File: src/sv/dxt3_block_decoder_defines.svh
// assertion helpers for the dxt3 block decoder
// every macro samples on clk and is off while arst_n is low
`ifndef DXT3_BLOCK_DECODER_DEFINES_SVH
`define DXT3_BLOCK_DECODER_DEFINES_SVH

// same-cycle implication
`define DXT3_ASSERT_NOW(label, ante, cons) \
	label: assert property (@(posedge clk) disable iff (!arst_n) (ante) |-> (cons)) \
		else $error("dxt3 same-cycle check failed");

// next-cycle implication
`define DXT3_ASSERT_NEXT(label, ante, cons) \
	label: assert property (@(posedge clk) disable iff (!arst_n) (ante) |=> (cons)) \
		else $error("dxt3 next-cycle check failed");

`endif

File: src/sv/dxt3_pkg.sv
`default_nettype none

package dxt3_pkg;

	localparam int unsigned ROWS_PER_BLOCK = 4;

	// reciprocals for exact truncating division over the value ranges used
	localparam logic [13:0] RECIP31 = 14'd8457;   // 2^18 / 31, rounded up
	localparam logic [14:0] RECIP63 = 15'd16645;  // 2^20 / 63, rounded up
	localparam logic [10:0] RECIP3  = 11'd1366;   // 2^12 / 3, rounded up

	typedef logic [23:0] rgb_t;  // red low byte, blue high byte

	typedef struct packed {
		rgb_t [3:0]  colour;
		logic [63:0] alphas;
		logic [31:0] indices;
	} pal_t;

	// x*255/31, truncated
	function automatic logic [7:0] expand5(input logic [4:0] x);
		logic [12:0] v;
		logic [26:0] p;
		v = {x, 8'b0} - {8'b0, x};
		p = 27'(v) * 27'(RECIP31);
		return p[25:18];
	endfunction

	// x*255/63, truncated
	function automatic logic [7:0] expand6(input logic [5:0] x);
		logic [13:0] v;
		logic [28:0] p;
		v = {x, 8'b0} - {8'b0, x};
		p = 29'(v) * 29'(RECIP63);
		return p[27:20];
	endfunction

	function automatic rgb_t expand565(input logic [15:0] e);
		return {expand5(e[4:0]), expand6(e[10:5]), expand5(e[15:11])};
	endfunction

	// (2h+l)/3 on one channel, truncated
	function automatic logic [7:0] blend_ch(input logic [7:0] h, input logic [7:0] l);
		logic [9:0]  s;
		logic [20:0] p;
		s = {1'b0, h, 1'b0} + {2'b0, l};
		p = 21'(s) * 21'(RECIP3);
		return p[19:12];
	endfunction

	function automatic rgb_t blend(input rgb_t h, input rgb_t l);
		return {blend_ch(h[23:16], l[23:16]), blend_ch(h[15:8], l[15:8]),
			blend_ch(h[7:0], l[7:0])};
	endfunction

endpackage

`default_nettype wire

File: src/sv/dxt3_if.sv
`default_nettype none

interface dxt3_in_if;
	logic        valid;
	logic        ready;
	logic [63:0] alpha_bits;
	logic [15:0] endpoint_a;
	logic [15:0] endpoint_b;
	logic [31:0] pixel_indices;

	modport source (output valid, alpha_bits, endpoint_a, endpoint_b, pixel_indices,
		input ready);
	modport sink (input valid, alpha_bits, endpoint_a, endpoint_b, pixel_indices,
		output ready);
endinterface

interface dxt3_out_if;
	logic        valid;
	logic        ready;
	logic [1:0]  row_number;
	logic [31:0] pixel_col0;
	logic [31:0] pixel_col1;
	logic [31:0] pixel_col2;
	logic [31:0] pixel_col3;
	logic        last_row;

	modport source (output valid, row_number, pixel_col0, pixel_col1, pixel_col2,
		pixel_col3, last_row, input ready);
	modport sink (input valid, row_number, pixel_col0, pixel_col1, pixel_col2,
		pixel_col3, last_row, output ready);
endinterface

`default_nettype wire

File: src/sv/dxt3_palette.sv
`default_nettype none

module dxt3_palette (
	input  wire logic          clk,
	input  wire logic          arst_n,
	dxt3_in_if.sink            blocks,
	output logic               pal_valid,
	input  wire logic          pal_ready,
	output dxt3_pkg::pal_t     pal
);
	import dxt3_pkg::*;

	logic        v_s1, v_s2;
	logic        ready_s1, ready_s2;
	rgb_t        ca_s1, cb_s1;
	logic [63:0] alphas_s1;
	logic [31:0] indices_s1;
	pal_t        pal_s2;

	assign ready_s2     = !v_s2 || pal_ready;
	assign ready_s1     = !v_s1 || ready_s2;
	assign blocks.ready = ready_s1;

	always_ff @(posedge clk or negedge arst_n) begin
		if (!arst_n) begin
			v_s1 <= 1'b0;
			v_s2 <= 1'b0;
		end else begin
			if (ready_s1) v_s1 <= blocks.valid;
			if (ready_s2) v_s2 <= v_s1;
		end
	end

	// stage 1: endpoint expansion
	always_ff @(posedge clk) begin
		if (ready_s1 && blocks.valid) begin
			ca_s1      <= expand565(blocks.endpoint_a);
			cb_s1      <= expand565(blocks.endpoint_b);
			alphas_s1  <= blocks.alpha_bits;
			indices_s1 <= blocks.pixel_indices;
		end
	end

	// stage 2: the two interpolated colours
	always_ff @(posedge clk) begin
		if (ready_s2 && v_s1) begin
			pal_s2.colour[0] <= ca_s1;
			pal_s2.colour[1] <= cb_s1;
			pal_s2.colour[2] <= blend(ca_s1, cb_s1);
			pal_s2.colour[3] <= blend(cb_s1, ca_s1);
			pal_s2.alphas    <= alphas_s1;
			pal_s2.indices   <= indices_s1;
		end
	end

	assign pal_valid = v_s2;
	assign pal       = pal_s2;

endmodule

`default_nettype wire

File: src/sv/dxt3_row_seq.sv
`default_nettype none
`include "dxt3_block_decoder_defines.svh"

module dxt3_row_seq (
	input  wire logic          clk,
	input  wire logic          arst_n,
	input  wire logic          pal_valid,
	output logic               pal_ready,
	input  wire dxt3_pkg::pal_t pal,
	dxt3_out_if.source         rows
);
	import dxt3_pkg::*;

	logic        v_s3, v_s4;
	pal_t        pal_s3;
	logic [1:0]  row_q;
	logic        feed;
	logic        last_beat;
	logic [7:0]  row_idx;
	logic [15:0] row_alpha;
	logic [3:0][31:0] px;

	logic [1:0]       row_s4;
	logic [3:0][31:0] px_s4;
	logic             last_s4;

	assign feed      = v_s3 && (!v_s4 || rows.ready);
	assign last_beat = (row_q == 2'(ROWS_PER_BLOCK - 1));
	assign pal_ready = !v_s3 || (feed && last_beat);

	always_ff @(posedge clk or negedge arst_n) begin
		if (!arst_n) begin
			v_s3  <= 1'b0;
			v_s4  <= 1'b0;
			row_q <= '0;
		end else begin
			if (pal_ready) v_s3 <= pal_valid;
			if (!v_s4 || rows.ready) v_s4 <= v_s3;
			// wraps to zero after the last row, ready for the next block
			if (feed) row_q <= row_q + 2'd1;
		end
	end

	always_ff @(posedge clk) begin
		if (pal_ready && pal_valid) pal_s3 <= pal;
	end

	// pick the four pixels of the current row
	assign row_idx   = pal_s3.indices[{row_q, 3'b000} +: 8];
	assign row_alpha = pal_s3.alphas[{row_q, 4'b0000} +: 16];

	always_comb begin
		for (int c = 0; c < 4; c++) begin
			// nibble*17 is the nibble repeated in both halves of the byte
			px[c] = {row_alpha[4*c +: 4], row_alpha[4*c +: 4],
				pal_s3.colour[row_idx[2*c +: 2]]};
		end
	end

	always_ff @(posedge clk) begin
		if (feed) begin
			row_s4  <= row_q;
			px_s4   <= px;
			last_s4 <= last_beat;
		end
	end

	assign rows.valid      = v_s4;
	assign rows.row_number = row_s4;
	assign rows.pixel_col0 = px_s4[0];
	assign rows.pixel_col1 = px_s4[1];
	assign rows.pixel_col2 = px_s4[2];
	assign rows.pixel_col3 = px_s4[3];
	assign rows.last_row   = last_s4;

	`DXT3_ASSERT_NEXT(a_block_held, feed && !last_beat, v_s3)
	`DXT3_ASSERT_NEXT(a_row_holds, v_s3 && !feed, $stable(row_q))
	`DXT3_ASSERT_NEXT(a_row_lands, feed, v_s4 && row_s4 == $past(row_q))
	`DXT3_ASSERT_NOW(a_idle_row_zero, !v_s3, row_q == 2'd0)

endmodule

`default_nettype wire

File: src/sv/dxt3_block_decoder.sv
// BC2 (DXT3) block decoder. Each beat on blocks is one 16-byte block split into
// its alpha, endpoint and index fields; four beats leave on rows, one per pixel
// row from 0 to 3, each with four RGBA8 pixels (red in the low byte, alpha in
// the high byte) and last_row set on row 3. The row sequencer sends one row per
// cycle while rows is ready and takes the next block as the last row of the
// current one leaves; endpoint expansion and palette interpolation run in two
// pipeline stages ahead of it and hold a further two blocks. Rows of a block
// leave through the sequencer's palette register and then its output register.
// Both handshakes are valid/ready and either side may stall at any time.
`default_nettype none

module dxt3_block_decoder (
	input  wire logic  clk,
	input  wire logic  arst_n,
	dxt3_in_if.sink    blocks,
	dxt3_out_if.source rows
);
	import dxt3_pkg::*;

	logic pal_valid;
	logic pal_ready;
	pal_t pal;

	dxt3_palette u_palette (
		.clk       (clk),
		.arst_n    (arst_n),
		.blocks    (blocks),
		.pal_valid (pal_valid),
		.pal_ready (pal_ready),
		.pal       (pal)
	);

	dxt3_row_seq u_row_seq (
		.clk       (clk),
		.arst_n    (arst_n),
		.pal_valid (pal_valid),
		.pal_ready (pal_ready),
		.pal       (pal),
		.rows      (rows)
	);

endmodule

`default_nettype wire
File: src/flat_wrapper.sv
// flat-port wrapper written by rule: the top's interface ports become plain ports
module dxt3_block_decoder_flat import dxt3_pkg::*;
  (clk, arst_n, blocks_valid, blocks_alpha_bits, blocks_endpoint_a, blocks_endpoint_b, blocks_pixel_indices, blocks_ready, rows_valid, rows_row_number, rows_pixel_col0, rows_pixel_col1, rows_pixel_col2, rows_pixel_col3, rows_last_row, rows_ready);
  dxt3_in_if blocks_i ();
  dxt3_out_if rows_i ();
  input  wire logic clk;
  input  wire logic arst_n;
  input wire logic [$bits(blocks_i.valid)-1:0] blocks_valid;
  input wire logic [$bits(blocks_i.alpha_bits)-1:0] blocks_alpha_bits;
  input wire logic [$bits(blocks_i.endpoint_a)-1:0] blocks_endpoint_a;
  input wire logic [$bits(blocks_i.endpoint_b)-1:0] blocks_endpoint_b;
  input wire logic [$bits(blocks_i.pixel_indices)-1:0] blocks_pixel_indices;
  output wire logic [$bits(blocks_i.ready)-1:0] blocks_ready;
  output wire logic [$bits(rows_i.valid)-1:0] rows_valid;
  output wire logic [$bits(rows_i.row_number)-1:0] rows_row_number;
  output wire logic [$bits(rows_i.pixel_col0)-1:0] rows_pixel_col0;
  output wire logic [$bits(rows_i.pixel_col1)-1:0] rows_pixel_col1;
  output wire logic [$bits(rows_i.pixel_col2)-1:0] rows_pixel_col2;
  output wire logic [$bits(rows_i.pixel_col3)-1:0] rows_pixel_col3;
  output wire logic [$bits(rows_i.last_row)-1:0] rows_last_row;
  input wire logic [$bits(rows_i.ready)-1:0] rows_ready;
  assign blocks_i.valid = blocks_valid;
  assign blocks_i.alpha_bits = blocks_alpha_bits;
  assign blocks_i.endpoint_a = blocks_endpoint_a;
  assign blocks_i.endpoint_b = blocks_endpoint_b;
  assign blocks_i.pixel_indices = blocks_pixel_indices;
  assign blocks_ready = blocks_i.ready;
  assign rows_valid = rows_i.valid;
  assign rows_row_number = rows_i.row_number;
  assign rows_pixel_col0 = rows_i.pixel_col0;
  assign rows_pixel_col1 = rows_i.pixel_col1;
  assign rows_pixel_col2 = rows_i.pixel_col2;
  assign rows_pixel_col3 = rows_i.pixel_col3;
  assign rows_last_row = rows_i.last_row;
  assign rows_i.ready = rows_ready;
  dxt3_block_decoder u_core (.clk(clk), .arst_n(arst_n), .blocks(blocks_i), .rows(rows_i));
endmodule
File: config.mk
export PLATFORM = sky130hd
export DESIGN_NAME = dxt3_block_decoder_flat
export DESIGN_NICKNAME = d
export VERILOG_FILES = /design/src/sv/dxt3_pkg.sv /design/src/sv/dxt3_if.sv /design/src/sv/dxt3_palette.sv /design/src/sv/dxt3_row_seq.sv /design/src/sv/dxt3_block_decoder.sv /design/src/flat_wrapper.sv
export VERILOG_INCLUDE_DIRS = /design/src /design/src/sv
export SDC_FILE = /design/constraint.sdc
export NUM_CORES = 1
export LEC_CHECK = 0
export BUFFER_PORTS_ARGS = -buffer_cell sky130_fd_sc_hd__buf_2
export CAP_MARGIN = 15
export CORE_MARGIN = 2
export CORE_UTILIZATION = 63
export DETAILED_ROUTE_END_ITERATION = 16
export PLACE_DENSITY = 0.92
export SKIP_CTS_REPAIR_TIMING = 1
export SYNTH_ARGS = -nofsm -noshare
export SYNTH_HDL_FRONTEND = slang
export SYNTH_HIERARCHICAL = 1
export SYNTH_SLANG_ARGS = --single-unit
File: constraint.sdc
create_clock -name clk -period 7.48 [get_ports clk]
set_input_delay 1.122 -clock clk [delete_from_list [all_inputs] [get_ports clk]]
set_output_delay 1.122 -clock clk [all_outputs]
set_load 0.005 [all_outputs]
==> results.tsv, run 1 <==
stage	metric	value	unit
final_layout	syn2layout_area_growth	9.81	%
drt	finalWirelength	104000	um
critical_path	endpoint_kind	register	
timing	clock.fmax	142	MHz
global_routing	grt_usage	0.290	
synth	synth_top_family_by_area	adder cells	
synth	netlist.area_leader.share	0.441	
global_routing	antenna_found_initial	19	
final_layout	layout.area.seq	19500	sq um
drt	wire_per_inst	22.9	um
clock_network	cts.sinks	649	
drt	final_antenna_net_count	0	
synth	synth.cell_area	43800	sq um
floorplan	start_util	0.638	
synth	synthXorXnorAreaFrac	0.0332	
floorplan	rows	96	
timing	finClkSkew	0.0316	ns
timing	tightest_slew	1.25	ns
synth	synth-edff-count	643	
global_routing	overflow	0	
clock_network	cts_buffer_depth	3	
synth	yosys.cell_types.count	74	
critical_path	r2r_start	u_core/u_palette/ca_s1[17]	
synth	synthAdderAreaFrac	0.305	
critical_path	cp-endpoint	u_core/u_palette/pal[191]	
synth	synth_ff_type	edfxtp_1	
worst_hold_path	min_path_type	input pin to asynchronous set/reset pin	
floorplan	num_io_pins	265	
critical_path	ff2ff_setup_slack	0.44	ns
clock_network	htree_levels	3	
floorplan	die_area	71700	sq um
timing	rsz0062_at_grt	false	
global_routing	grt_pass1_vias	28900	
critical_path	crit_start	u_core/u_palette/ca_s1[17]	
drt	drcViolationCount	0	
critical_path	path_max_fanout	4	
drt	routed_via_density	6.01	
synth	yosys-mux-area-fraction	0.0799	
synth	synthArstFlopShare	0.00924	
synth	synth.area.top_cells	edfxtp_1 44%, ha_1 22%, fa_1 8.3%	
timing	min_period_over_period	0.942	
critical_path	critPathSlowestCell	a2111oi_1	
final_layout	multi_input_area	22200	sq um
critical_path	startpoint_type	register	
timing	hold_viol	0	
global_routing	grt_max_degree	179	
synth	ys_seq_area_frac	0.444	
timing	relSlewSlack	0.168	
clock_network	numCtsBuffers	66	
place	hpwl	72800	um
clock_network	cts_tree	done	
timing	tns	0	ns
synth	synthesis.nets	4363	
drt	num_vias	27400	
global_routing	grt_pass1_wl	160000	um
clock_network	clkTransAtPathRegs	0.06	ns
final_layout	fin_nets	4647	
floorplan	die_w	268	um
drt	drtIter0Drc	2777	
timing	setup_viol	0	
floorplan	die_h	268	um
floorplan	core_area	68700	sq um
critical_path	crit_type	register to register	
timing	final.min_clock_period	7.04	ns
place	place.gp.congestion	0.901	
critical_path	worst-path-buf-inv	3	
synth	avgSynthCellArea	13.4	sq um
synth	synthSimpleGateAreaFrac	0.0389	
drt	drt_first_pass_iters	6	
critical_path	slowest_delay	0.61	ns
synth	ys_ff_latch	649	
synth	synth_top_area_cell	edfxtp_1	
place	io_buffers	264	
clock_network	clockRootBuffer	clkbuf_16	
final_layout	fillerInstances	4385	
critical_path	r2r-end	u_core/u_palette/pal[191]	
synth	synth_compound_area_frac	0.0490	
synth	syn_inst	3272	
critical_path	r2r_cells	25	
synth	yosys_warnings	6	
status	outcome	finished clean	
clock_network	clk_latency	0.63	ns
critical_path	crit_cells	25	
final_layout	layout-drive-gt1-share	0.117	
critical_path	cp_top_family	adder cells	
run	cap_violations	0	
critical_path	worstPathRequired	7.85	ns
critical_path	arrival	7.42	ns
timing	drv_slew	0	
==> state kept, by name (all words and copies together), names as in the netlist, 24 cells and up <==
register	count
u_core/u_palette/ca_s1	24
u_core/u_palette/cb_s1	24
u_core/u_palette/pal	192
u_core/u_row_seq/pal_s3	192
u_core/u_palette/alphas_s1	64
u_core/u_row_seq/rows.pixel_col2	28
u_core/u_row_seq/rows.pixel_col3	28
u_core/u_palette/indices_s1	32
u_core/u_row_seq/rows.pixel_col0	28
u_core/u_row_seq/rows.pixel_col1	28
==> cells in the mapped netlist (all sizes together), types with 22 or more instances <==
master / n
nand3: 22
xnor2: 114
ha: 778
inv: 458
nand2: 51
fa: 181
buf: 54
nor2b: 23
mux2i: 291
o21ai: 61
o21a: 36
edfxtp: 643
nand2b: 24
a21oi: 95
nor3: 40
a21o: 37
mux4: 24
xor2: 52
nor2: 91
==> cell families after synthesis <==
kind of cell	after synthesis
AO/OA/AOI/OAI	325
XOR/XNOR	166
adder cells (fa/ha/maj)	959
buffers and inverters	519
flip-flops	649
multiplexers	319
AND/OR/NAND/NOR	335
==> area by class of cell <==
cell class	count	share of cell area
repair buffers	277	0.0297
multi-input cells	2104	0.461
inverters	458	0.0358
clock buffers	80	0.0358
diodes	18	0.000936
flip-flops and latches	649	0.404
well taps	931	0.0242
clock inverters	40	0.00824
==> layer usage <==
layer,vias up,routed length [um],GRT usage
li1,12400,-,-
met1,13400,39300,0.349
met2,1226,51800,0.503
met3,307,8080,0.0547
met4,10,5100,0.140
met5,-,62,0
==> how the worst min path moves through the flow <==
stage / start / endpoint / depth (start not counted)
floorplan: u_core/u_palette/indices_s1[0] / u_core/u_palette/pal[0] / 0
global placement: u_core/u_palette/pal[68] / u_core/u_row_seq/pal_s3[68] / 0
detailed placement: u_core/u_palette/indices_s1[30] / u_core/u_palette/pal[30] / 0
CTS: arst_n / u_core/u_row_seq/v_s3 / 1
global route: arst_n / u_core/u_row_seq/v_s3 / 1
finish: arst_n / u_core/u_row_seq/rows.valid / 1
==> per-stage QoR <==
stage	worst slack, ns	instances	util	hold WS, ns	instance area [sq um]
2_1_floorplan	1.04	3272	-	0.400	43800
3_3_place_gp	0.730	4419	0.669	0.400	46000
3_5_place_dp	0.404	4419	0.669	0.405	46000
4_1_cts	0.331	4539	0.700	0.305	48100
5_1_grt	0.107	4552	0.700	0.321	48100
6_report	0.435	4557	0.700	0.327	48100
==> cells in the final DEF, fill, tap and decap left out, types with 8 or more instances in the layout <==
master,instances
nand2_1,51
nand2b_1,24
a21o_1,36
nand3_1,22
xor2_1,52
nor4_1,8
a31oi_1,11
clkinv_1,12
clkbuf_16,66
and2_1,15
or3_1,12
diode_2,18
o21ai_0,58
nand4_1,17
a211oi_1,13
nor2b_1,23
ha_1,778
a21oi_1,94
mux4_2,20
xnor2_1,114
o21a_1,36
o21bai_1,12
nor3_1,40
nor2_1,91
mux2i_1,291
buf_2,264
clkbuf_1,12
edfxtp_1,643
o31ai_1,8
buf_4,12
fa_1,181
inv_1,457
Power of run 1 is not shown: default switching activity piles up to over one toggle a cycle in this logic, so the estimate is an artifact.
==> run 2: changes to the inputs <==
- CORE_UTILIZATION: 63 -> 55
- PLACE_DENSITY: 0.92 -> 0.83
==> run 2 against run 1 <==
Net effect: register-to-register slack improved by 0.07 ns; die area increased by 14%; critical path depth rose by 1; first-iteration DRC count is 43% lower; flip-flop and latch count stayed put; sequential share of layout area fell by 0.44 points; routed wire length shrank 8.9%; global-route usage is 5.5 points lower; worst setup slack gained 0.068 ns.
==> results.tsv, run 2 (synthesis gave the netlist of run 1 again) <==
stage	metric	value	unit	change
floorplan	core_area	79000	sq um	+15%
drt	wire_per_inst	20.3	um	-11%
timing	clock.fmax	143	MHz	+0.98%
timing	finClkSkew	0.0242	ns	-0.00746 ns
timing	relSlewSlack	0.239		+0.0709
clock_network	clkTransAtPathRegs	0.06	ns	about the same
timing	drv_slew	0		unchanged
critical_path	arrival	7.35	ns	-0.07 ns
clock_network	cts.sinks	649		unchanged
final_layout	layout-drive-gt1-share	0.121		+0.00392
final_layout	final_common_cell	ha_1		
timing	setup_viol	0		unchanged
clock_network	cts_tree	done		
critical_path	startpoint_type	register		
floorplan	die_h	286	um	+6.9%
drt	final_antenna_net_count	0		unchanged
final_layout	final_util	0.616		-0.0846
timing	tns	0	ns	unchanged
clock_network	clk_latency	0.63	ns	about the same
drt	drcViolationCount	0		unchanged
global_routing	grt_pass1_vias	27500		-4.8%
status	outcome	finished clean		
timing	rsz0062_at_grt	false		
drt	finalWirelength	95000	um	-8.9%
floorplan	die_area	82000	sq um	+14%
global_routing	overflow	0		unchanged
floorplan	num_io_pins	265		unchanged
drt	drtIter0Drc	1576		-43%
place	place.gp.congestion	0.904		+0.28%
clock_network	cts_buffer_depth	3		unchanged
floorplan	die_w	286	um	+6.9%
place	io_buffers	264		unchanged
timing	hold_viol	0		unchanged
critical_path	path_max_fanout	4		unchanged
critical_path	crit_type	register to register		
timing	final.min_clock_period	6.98	ns	-0.0683 ns
global_routing	grt_max_degree	169		-5.6%
clock_network	numCtsBuffers	69		+4.5%
final_layout	syn2layout_area_growth	11.0	%	
final_layout	fin_nets	4650		+0.065%
place	hpwl	68400	um	-6.1%
floorplan	start_util	0.555		-0.0831
timing	tightest_slew	1.14	ns	-0.106 ns
timing	min_period_over_period	0.933		-0.00913
global_routing	grt_pass1_wl	151000	um	-5.8%
drt	num_vias	26100		-4.6%
floorplan	rows	103		+7.3%
drt	routed_via_density	5.60		-6.9%
global_routing	grt_usage	0.235		-0.0548
global_routing	antenna_found_initial	6		-13
run	cap_violations	0		unchanged
final_layout	layout_common_cells	778 x ha_1, 643 x edfxtp_1, 457 x inv_1		
critical_path	endpoint_kind	register		
worst_hold_path	min_path_type	input pin to asynchronous set/reset pin		
clock_network	clockRootBuffer	clkbuf_16		
drt	drt_first_pass_iters	7		+1
critical_path	worstPathRequired	7.85	ns	about the same
clock_network	htree_levels	3		unchanged
-- run 2: changes by cell type in the layout (fill, tap and decap cells not counted), sizes merged --
cell	change
inv	+2
diode	-13
clkbuf	-3
clkinv	-6
clkinvlp	+2
bufinv	+12
-- run 2: critical path, stage by stage, from the launching register on --
cell	delay, ns
edfxtp_1	0.46
ha_1	0.28
fa_1	0.41
a21o_1	0.20
a21oi_1	0.23
nor2b_1	0.11
o21a_1	0.17
nor2_1	0.11
xor2_1	0.36
inv_1	0.15
ha_1	0.35
ha_1	0.28
inv_1	0.05
fa_1	0.54
inv_1	0.06
fa_1	0.50
inv_1	0.05
fa_1	0.53
inv_1	0.04
ha_1	0.19
or2_2	0.31
o31ai_1	0.34
a21oi_1	0.18
o21a_1	0.23
or2_2	0.31
a21oi_1	0.20
xnor2_1	0.09
-- run 2: layer usage --
metal  vias to the layer above  GRT usage  part of all wire
met2                       756      0.412              0.49
met3                       147     0.0424             0.066
met4                         4     0.0649             0.025
met1                     12800      0.298              0.41
met5                         -          0           0.00029
li1                      12400          -                 -
-- run 2: final timing paths --
kind / startpoint / to / slack [ns] / depth (start not counted)
max: u_core/u_palette/ca_s1[17] / u_core/u_palette/pal[187] / 0.50 / 26
min reg2reg: u_core/u_palette/pal[175] / u_core/u_row_seq/pal_s3[175] / 0.41 / 0
max in group asynchronous: arst_n / u_core/u_row_seq/row_q[0] / 6.99 / 1
max reg2reg: u_core/u_palette/ca_s1[17] / u_core/u_palette/pal[187] / 0.50 / 26
min in group clk: u_core/u_palette/pal[175] / u_core/u_row_seq/pal_s3[175] / 0.41 / 0
min: arst_n / u_core/u_palette/v_s1 / 0.33 / 1
-- run 2: cell type report --
class	instances	area, sq um
clock buffers	77	1760
clock inverters	50	777
inverters	458	1720
multi-input cells	2104	22200
diodes	5	12.5
repair buffers	277	1430
flip-flops and latches	649	19500
well taps	1050	1310
fillers	5774	30300
-- run 2: through the flow --
| step | area (sq um) | setup slack [ns] | std cells | hold WS, ns |
|---|---|---|---|---|
| floorplan | 43800 | 1.04 | 3272 | 0.400 |
| global placement | 46100 | 0.747 | 4538 | 0.400 |
| detailed placement | 46100 | 0.618 | 4538 | 0.405 |
| CTS | 48600 | 0.574 | 4665 | 0.294 |
| global route | 48600 | 0.157 | 4667 | 0.314 |
| finish | 48700 | 0.504 | 4670 | 0.325 |
Power of run 2 is left out for the same reason.
